[src/rtl/broadcast_stride_offset_generator_macros.svh]
// Assertion helpers, clocked on clk_i and disabled while rst_ni is low
`ifndef BROADCAST_STRIDE_OFFSET_GENERATOR_MACROS_SVH
`define BROADCAST_STRIDE_OFFSET_GENERATOR_MACROS_SVH

// same-cycle implication
`define BSOG_ASSERT_NOW(lbl, ante, cons) \
  lbl: assert property (@(posedge clk_i) disable iff (!rst_ni) (ante) |-> (cons)) \
    else $error("bsog assertion failed");

// next-cycle implication
`define BSOG_ASSERT_NEXT(lbl, ante, cons) \
  lbl: assert property (@(posedge clk_i) disable iff (!rst_ni) (ante) |=> (cons)) \
    else $error("bsog assertion failed");

`endif

[src/rtl/bsog_pkg.sv]
package bsog_pkg;

  localparam int unsigned FLAT_W       = 48;
  localparam int unsigned OFS_W        = 34;
  localparam int unsigned CFG_W        = 64;
  localparam int unsigned SLOT_W       = 16;
  localparam int unsigned RANK_W       = 3;
  localparam int unsigned CFG_IDX_W    = 3;
  localparam int unsigned MAX_RANK_DEF = 4;
  localparam int unsigned DIM_BITS_DEF = 16;

  typedef enum logic [CFG_IDX_W-1:0] {
    CFG_OUTPUT_RANK  = 3'd0,
    CFG_OUT_SHAPE    = 3'd1,
    CFG_LHS_RANK     = 3'd2,
    CFG_LHS_SHAPE    = 3'd3,
    CFG_LHS_STRIDE   = 3'd4,
    CFG_RHS_RANK     = 3'd5,
    CFG_RHS_SHAPE    = 3'd6,
    CFG_RHS_STRIDE   = 3'd7
  } cfg_reg_e;

  localparam logic [CFG_W-1:0] SHAPE_RST = 64'h0001_0001_0001_0001;

endpackage

[src/rtl/bsog_offset_map.sv]
module bsog_offset_map #(
  parameter int unsigned MAX_RANK = bsog_pkg::MAX_RANK_DEF,
  parameter int unsigned DIM_BITS = bsog_pkg::DIM_BITS_DEF
) (
  input  logic                                clk_i,
  input  logic                                en_i,
  input  logic [bsog_pkg::RANK_W-1:0]         orank_i,
  input  logic [bsog_pkg::RANK_W-1:0]         srank_i,
  input  logic [bsog_pkg::CFG_W-1:0]          shape_i,
  input  logic [bsog_pkg::CFG_W-1:0]          stride_i,
  input  logic [MAX_RANK-1:0][DIM_BITS-1:0]   coord_i,
  output logic [bsog_pkg::OFS_W-1:0]          offset_o
);
  import bsog_pkg::*;

  logic [RANK_W-1:0]                      skip;
  logic [MAX_RANK-1:0][2*DIM_BITS-1:0]    term_d, term_q;
  logic [OFS_W-1:0]                       sum_d, sum_q;

  assign skip = orank_i - srank_i;

  for (genvar a = 0; a < MAX_RANK; a++) begin : g_axis
    logic [RANK_W-1:0]   ax, sa;
    logic [1:0]          slot;
    logic [DIM_BITS-1:0] sdim, sstr;
    logic                used;

    assign ax   = RANK_W'(a);
    assign sa   = ax - skip;
    assign slot = sa[1:0];
    assign sdim = shape_i[slot*SLOT_W +: DIM_BITS];
    assign sstr = stride_i[slot*SLOT_W +: DIM_BITS];
    assign used = (ax < orank_i) && (ax >= skip) && (sdim != DIM_BITS'(1));
    assign term_d[a] = used ? coord_i[a] * sstr : '0;
  end

  always_comb begin
    sum_d = '0;
    for (int a = 0; a < MAX_RANK; a++) begin
      sum_d = sum_d + OFS_W'(term_q[a]);
    end
  end

  always_ff @(posedge clk_i) begin
    if (en_i) begin
      term_q <= term_d;
      sum_q  <= sum_d;
    end
  end

  assign offset_o = sum_q;

endmodule

[config.mk]
export PLATFORM = sky130hd
export DESIGN_NAME = bsog_offset_map
export DESIGN_NICKNAME = d
export VERILOG_FILES = /design/src/rtl/broadcast_stride_offset_generator_macros.svh /design/src/rtl/bsog_pkg.sv /design/src/rtl/bsog_offset_map.sv
export SDC_FILE = /design/constraint.sdc
export NUM_CORES = 2
export LEC_CHECK = 0
export BUFFER_PORTS_ARGS = -buffer_cell sky130_fd_sc_hd__buf_2
export CAP_MARGIN = 5
export CORE_UTILIZATION = 40
export DETAILED_ROUTE_END_ITERATION = 6
export PLACE_DENSITY = 0.65
export SYNTH_ARGS = -nofsm -noshare
export SYNTH_HDL_FRONTEND = slang
export SYNTH_SLANG_ARGS = --single-unit
[constraint.sdc]
create_clock -name clk_i -period 11.8 [get_ports clk_i]
set_clock_uncertainty 0.1 [all_clocks]
set_input_delay 0.59 -clock clk_i [delete_from_list [all_inputs] [get_ports clk_i]]
set_output_delay 0.59 -clock clk_i [all_outputs]
set_load 0.02 [all_outputs]
* Word level (Yosys, flattened, before mapping)
Index checks and enable logic that the tools add are counted.
** Cells by class
- Add/sub/neg operators :: 8
- Multiply operators :: 4
- Order comparisons :: 8
- Equality and inequality tests :: 4
- Shifts and indexed selects :: 8
- Reductions and logical operators :: 8
** Operators by type and width (count)
- variable part select 64 x 7 -> 16 bit :: 8
- multiplier 16 x 16 -> 32 bit :: 4
- inequality test 16 x 1 -> 1 bit, second input constant :: 4
- adder 33 x 32 -> 34 bit :: 1
- adder 34 x 32 -> 34 bit :: 1
- adder 32 x 32 -> 33 bit :: 1
- logical AND 1 bit :: 8
- greater-or-equal comparator 1 x 3 -> 1 bit, first input constant :: 2
- greater-or-equal comparator 2 x 3 -> 1 bit, first input constant :: 2
- less-than comparator 1 x 3 -> 1 bit, first input constant :: 2
- less-than comparator 2 x 3 -> 1 bit, first input constant :: 2
- subtractor 1 x 2 -> 2 bit, first input constant :: 2
- subtractor 2 bit, first input constant :: 2
- subtractor 3 bit :: 1
** Storage, ports and cells
- Bits in registers :: 162
- Input bits :: 200
- Output and inout bits :: 34
- Word-level logic and storage cells :: 45

* Logic depth before layout (Yosys ltp)
- Depth in word-level cells :: 5
- Gate-level depth with buffers :: 34
- Gate-level depth less buffers :: 27

* Worst setup path after synthesis
OpenSTA, ideal clock, no wires.
- Path kind :: input -> register
- Start point :: in orank_i[0] in the netlist's numbering
- End point :: reg term_q[29] in the netlist's numbering (data pin)
- Setup time :: 260 ps
- Arrival :: 8950 ps
- Data required time :: 11440 ps
- Path slack :: 2491 ps
- Cell stages on the path :: 34
- Path buffers :: 7
- Cells stage by stage :: inv_1 -> ha_1 -> fa_1 -> buf_2 -> buf_1 -> buf_2 -> inv_1 -> ha_1 -> clkbuf_1 -> buf_1 -> mux4_2 -> clkbuf_1 -> nand2_1 -> fa_1 -> inv_1 -> fa_1 -> inv_1 -> fa_1 -> inv_1 -> fa_1 -> fa_1 -> inv_1 -> fa_1 -> inv_1 -> ha_1 -> clkbuf_1 -> a21oi_1 -> nor2b_1 -> o31ai_1 -> a31oi_1 -> a31oi_1 -> o21bai_1 -> a21oi_1 -> mux2_2
** Between the ends
- Word-level cells in the longest chain between the ends :: 5
** Ends and longest elaborated chain
- start: declaration :: RTL line bsog_offset_map.sv:7 : input logic [bsog_pkg::RANK_W-1:0] orank_i,
- parallel branches: the longest is 5 deep, another holds multiplier 16 x 16 -> 32 bit
- end signal: assignment :: RTL line bsog_offset_map.sv:46 : term_q <= term_d;
- end: declaration :: RTL line bsog_offset_map.sv:17 : logic [MAX_RANK-1:0][2*DIM_BITS-1:0] term_d, term_q;
Parallel ways; which one is timed is not known.
A chain may end at the register's enable or synchronous reset.

* Worst setup path in the final report
Same ends and word-level chain as after synthesis.

==> out/metrics.json <==
{
  "finalNetCount": {"value": 6233},
  "synthArstFlopShare": {"value": 0, "unit": "%"},
  "syn_area": {"value": 44200, "unit": "sq um"},
  "path_max_fanout": {"value": 16},
  "syn_nets": {"value": 6151},
  "critPathRequiredTime": {"value": 11.90, "unit": "ns"},
  "period_utilization_post_route": {"value": 76.0, "unit": "%"},
  "hold_class": {"value": "register to register"},
  "slew_viol_final": {"value": 0},
  "flow.area_growth_from_synthesis": {"value": 6.83, "unit": "%"},
  "critical_path_class": {"value": "primary input to register"},
  "antenna_found_initial": {"value": 2},
  "vias_per_cell": {"value": 5.31},
  "drv_cap": {"value": 0},
  "dieArea": {"value": 112000, "unit": "sq um"},
  "path_clk_slew": {"value": 0.07, "unit": "ns"},
  "total_via_count_after_detailed_routing": {"value": 33095},
  "detail_route.wirelength": {"value": 119, "unit": "mm"},
  "wire_length_of_the_first_global_routing_pass": {"value": 192, "unit": "mm"},
  "numPlacedInstances": {"value": 6198},
  "avgRoutedWirePerCell": {"value": 19.1, "unit": "um"},
  "grt_setup_unrepaired": {"value": "no"},
  "outcome": {"value": "finished, final reports clean"},
  "netlist-cell-type-count": {"value": 78},
  "port_buffers": {"value": 233},
  "dr.first_iter.drc_count": {"value": 2457},
  "postSynthAreaPerCell": {"value": 9.49, "unit": "sq um"},
  "clock_sink_count": {"value": 162},
  "drc_errors": {"value": 0},
  "floorplan.io_pins": {"value": 234},
  "drtAntennaViolNets": {"value": 0},
  "dieWidth": {"value": 334, "unit": "um"},
  "cts.repair_timing.setup_buffer_count": {"value": 0},
  "relSlewSlack": {"value": 37.4, "unit": "%"},
  "cts_resized": {"value": 0},
  "crit-reg2reg-launch": {"value": "term_q[33]"},
  "die_h": {"value": 334, "unit": "um"},
  "fmax": {"value": 0.112, "unit": "GHz"},
  "timing.critical_path.from": {"value": "orank_i[0]"},
  "filler_cell_count": {"value": 10679},
  "drive_gt1_share": {"value": 7.74, "unit": "%"},
  "detailed_place_hpwl": {"value": 99.1, "unit": "mm"},
  "ctsRootBufferMaster": {"value": "clkbuf_16"},
  "multi_input_comb_area": {"value": 35300, "unit": "sq um"},
  "hold_viol": {"value": 0},
  "timing.critical_path.to_type": {"value": "register"},
  "floorplan.core_area": {"value": 109000, "unit": "sq um"},
  "cts_hold_repair.buffers": {"value": 0},
  "finalSetupTns": {"value": 0, "unit": "ns"},
  "number_of_instances_in_the_synthesized_netlist": {"value": 4659},
  "cts_made_buffers": {"value": 17},
  "first_global_vias": {"value": 35181},
  "gp_congestion": {"value": 0.942},
  "yosysSeqAreaShare": {"value": 11.0, "unit": "%"},
  "synth_edf_count": {"value": 162},
  "cts_htree_levels": {"value": 4},
  "clk-insertion-delay-late": {"value": 0.45, "unit": "ns"},
  "timing.final.setup_violations": {"value": 0},
  "pin_count_of_the_biggest_net_entering_global_routing": {"value": 98},
  "worstSetupStartpointType": {"value": "primary input"},
  "stdcell_count": {"value": 6232},
  "synthFlopType": {"value": "edfxtp_1"},
  "initial_utilization": {"value": 40.5, "unit": "%"},
  "worst-slew-pin-transition": {"value": 0.940, "unit": "ns"},
  "synth.yosys.warnings": {"value": 0},
  "firstDrtPassIters": {"value": 5},
  "grt_usage": {"value": 22.0, "unit": "%"},
  "synth.ff_latch_count": {"value": 162},
  "rows": {"value": 121},
  "globalRoute.totalOverflow": {"value": 0},
  "cts_tree": {"value": "done"},
  "worst-endpoint-arrival": {"value": 9.07, "unit": "ns"},
  "worst_hold_startpoint": {"value": "term_q[96]"},
  "finalWorstPathRequiredPeriod": {"value": 8.97, "unit": "ns"},
  "register_area": {"value": 4860, "unit": "sq um"},
  "clk_path_buf_depth": {"value": 2}
}
==> per-layer routing <==
| layer | global-route usage, % | share of wire, % | up-vias |
|---|---|---|---|
| met3 | 2.85 | 6.3 | 154 |
| li1 | - | - | 14779 |
| met1 | 29.3 | 43 | 17048 |
| met2 | 37.0 | 48 | 1112 |
| met4 | 6.96 | 3.5 | 2 |
| met5 | 0 | 0.011 | - |
==> registers in the layout, indices dropped and copies added (netlist names) <==
register  cells
offset_o     34
term_q      128
==> worst max-delay path, stage by stage <==
cell      delay [ns]
buf_2           0.08
inv_1           0.07
ha_4            0.16
fa_4            0.75
inv_1           0.04
ha_1            0.86
buf_4           0.32
mux4_2          0.71
and2_1          0.26
fa_1            0.54
inv_1           0.06
fa_1            0.53
inv_1           0.05
fa_1            0.50
fa_1            0.43
fa_1            0.49
inv_1           0.05
fa_1            0.47
inv_1           0.04
ha_1            0.36
nor2b_1         0.17
o31ai_1         0.32
a31oi_1         0.22
a31oi_1         0.33
o21bai_1        0.14
a21oi_1         0.17
mux2_2          0.35
==> placed cells by master, fill, tap and decap left out, types with 64 or more instances in the layout <==
master	count
a21oi_1	126
mux4_2	64
and2_1	483
fa_1	840
a21o_1	75
nor2_1	154
edfxtp_1	162
xnor2_1	65
inv_1	909
ha_1	450
o21ai_0	65
nand2_1	636
buf_2	232
==> through the flow <==
step           setup WS, ns  area, sq um  hold WS [ns]  utilization (%)
2_1_floorplan          2.49        44200         0.426                -
3_3_place_gp           2.48        46600         0.454             42.7
3_5_place_dp           2.42        46600         0.454             42.7
4_1_cts                2.89        47200         0.479             43.2
5_1_grt                2.45        47200         0.495             43.2
6_report               2.83        47200         0.486             43.3
==> final cells by class <==
class	count	share of cell area (%)
flip-flops and latches	162	10.3
repair buffers	241	2.61
diodes	3	0.0159
multi-input cells	3410	74.7
inverters	909	7.23
well taps	1476	3.91
clock inverters	12	0.337
clock buffers	19	0.917
==> kinds of logic (layout without fill, tap and decap cells) <==
kind of cell | after synthesis | in the layout | synth area share (%)
mux | 75 | 75 | 3.52
compound gates | 431 | 431 | 6.40
fa+ha+maj | 1292 | 1292 | 50.9
buf+inv | 1087 | 1181 | 9.27
xor+xnor | 112 | 112 | 2.22
simple gates | 1500 | 1500 | 16.7
other cells | 0 | 3 | 0
flops | 162 | 162 | 11.0
==> final timing paths <==
path                                endpoint  slack, ns  cells past startpoint
worst min-delay path             offset_o[0]       0.49                      1
worst max-delay path              term_q[29]       2.83                     27
worst min register to register   offset_o[0]       0.49                      1
worst max register to register  offset_o[33]       7.39                     13
==> cell usage after synthesis (all sizes together), types with 11 or more instances <==
cell	count	area, sq um
edfxtp	162	4860
clkbuf	162	608
xnor2	65	569
ha	451	5640
nand2	636	2390
inv	909	3410
o21bai	26	195
a21oi	126	631
a31oi	27	184
and3	24	150
nor4	21	131
buf	16	76.3
mux4	64	1440
o21ai	68	340
or2	11	68.8
fa	841	16800
a21o	75	563
nand2b	13	81.3
nand3	33	165
and2	485	3040
xor2	47	412
nand4	27	169
o21a	17	129
nor3	40	205
nor2	154	578
nor3b	14	105
nor2b	13	81.3
a211oi	25	193
Power is not shown: default switching activity piles up to over one toggle a cycle in this logic, so the estimate is an artifact.
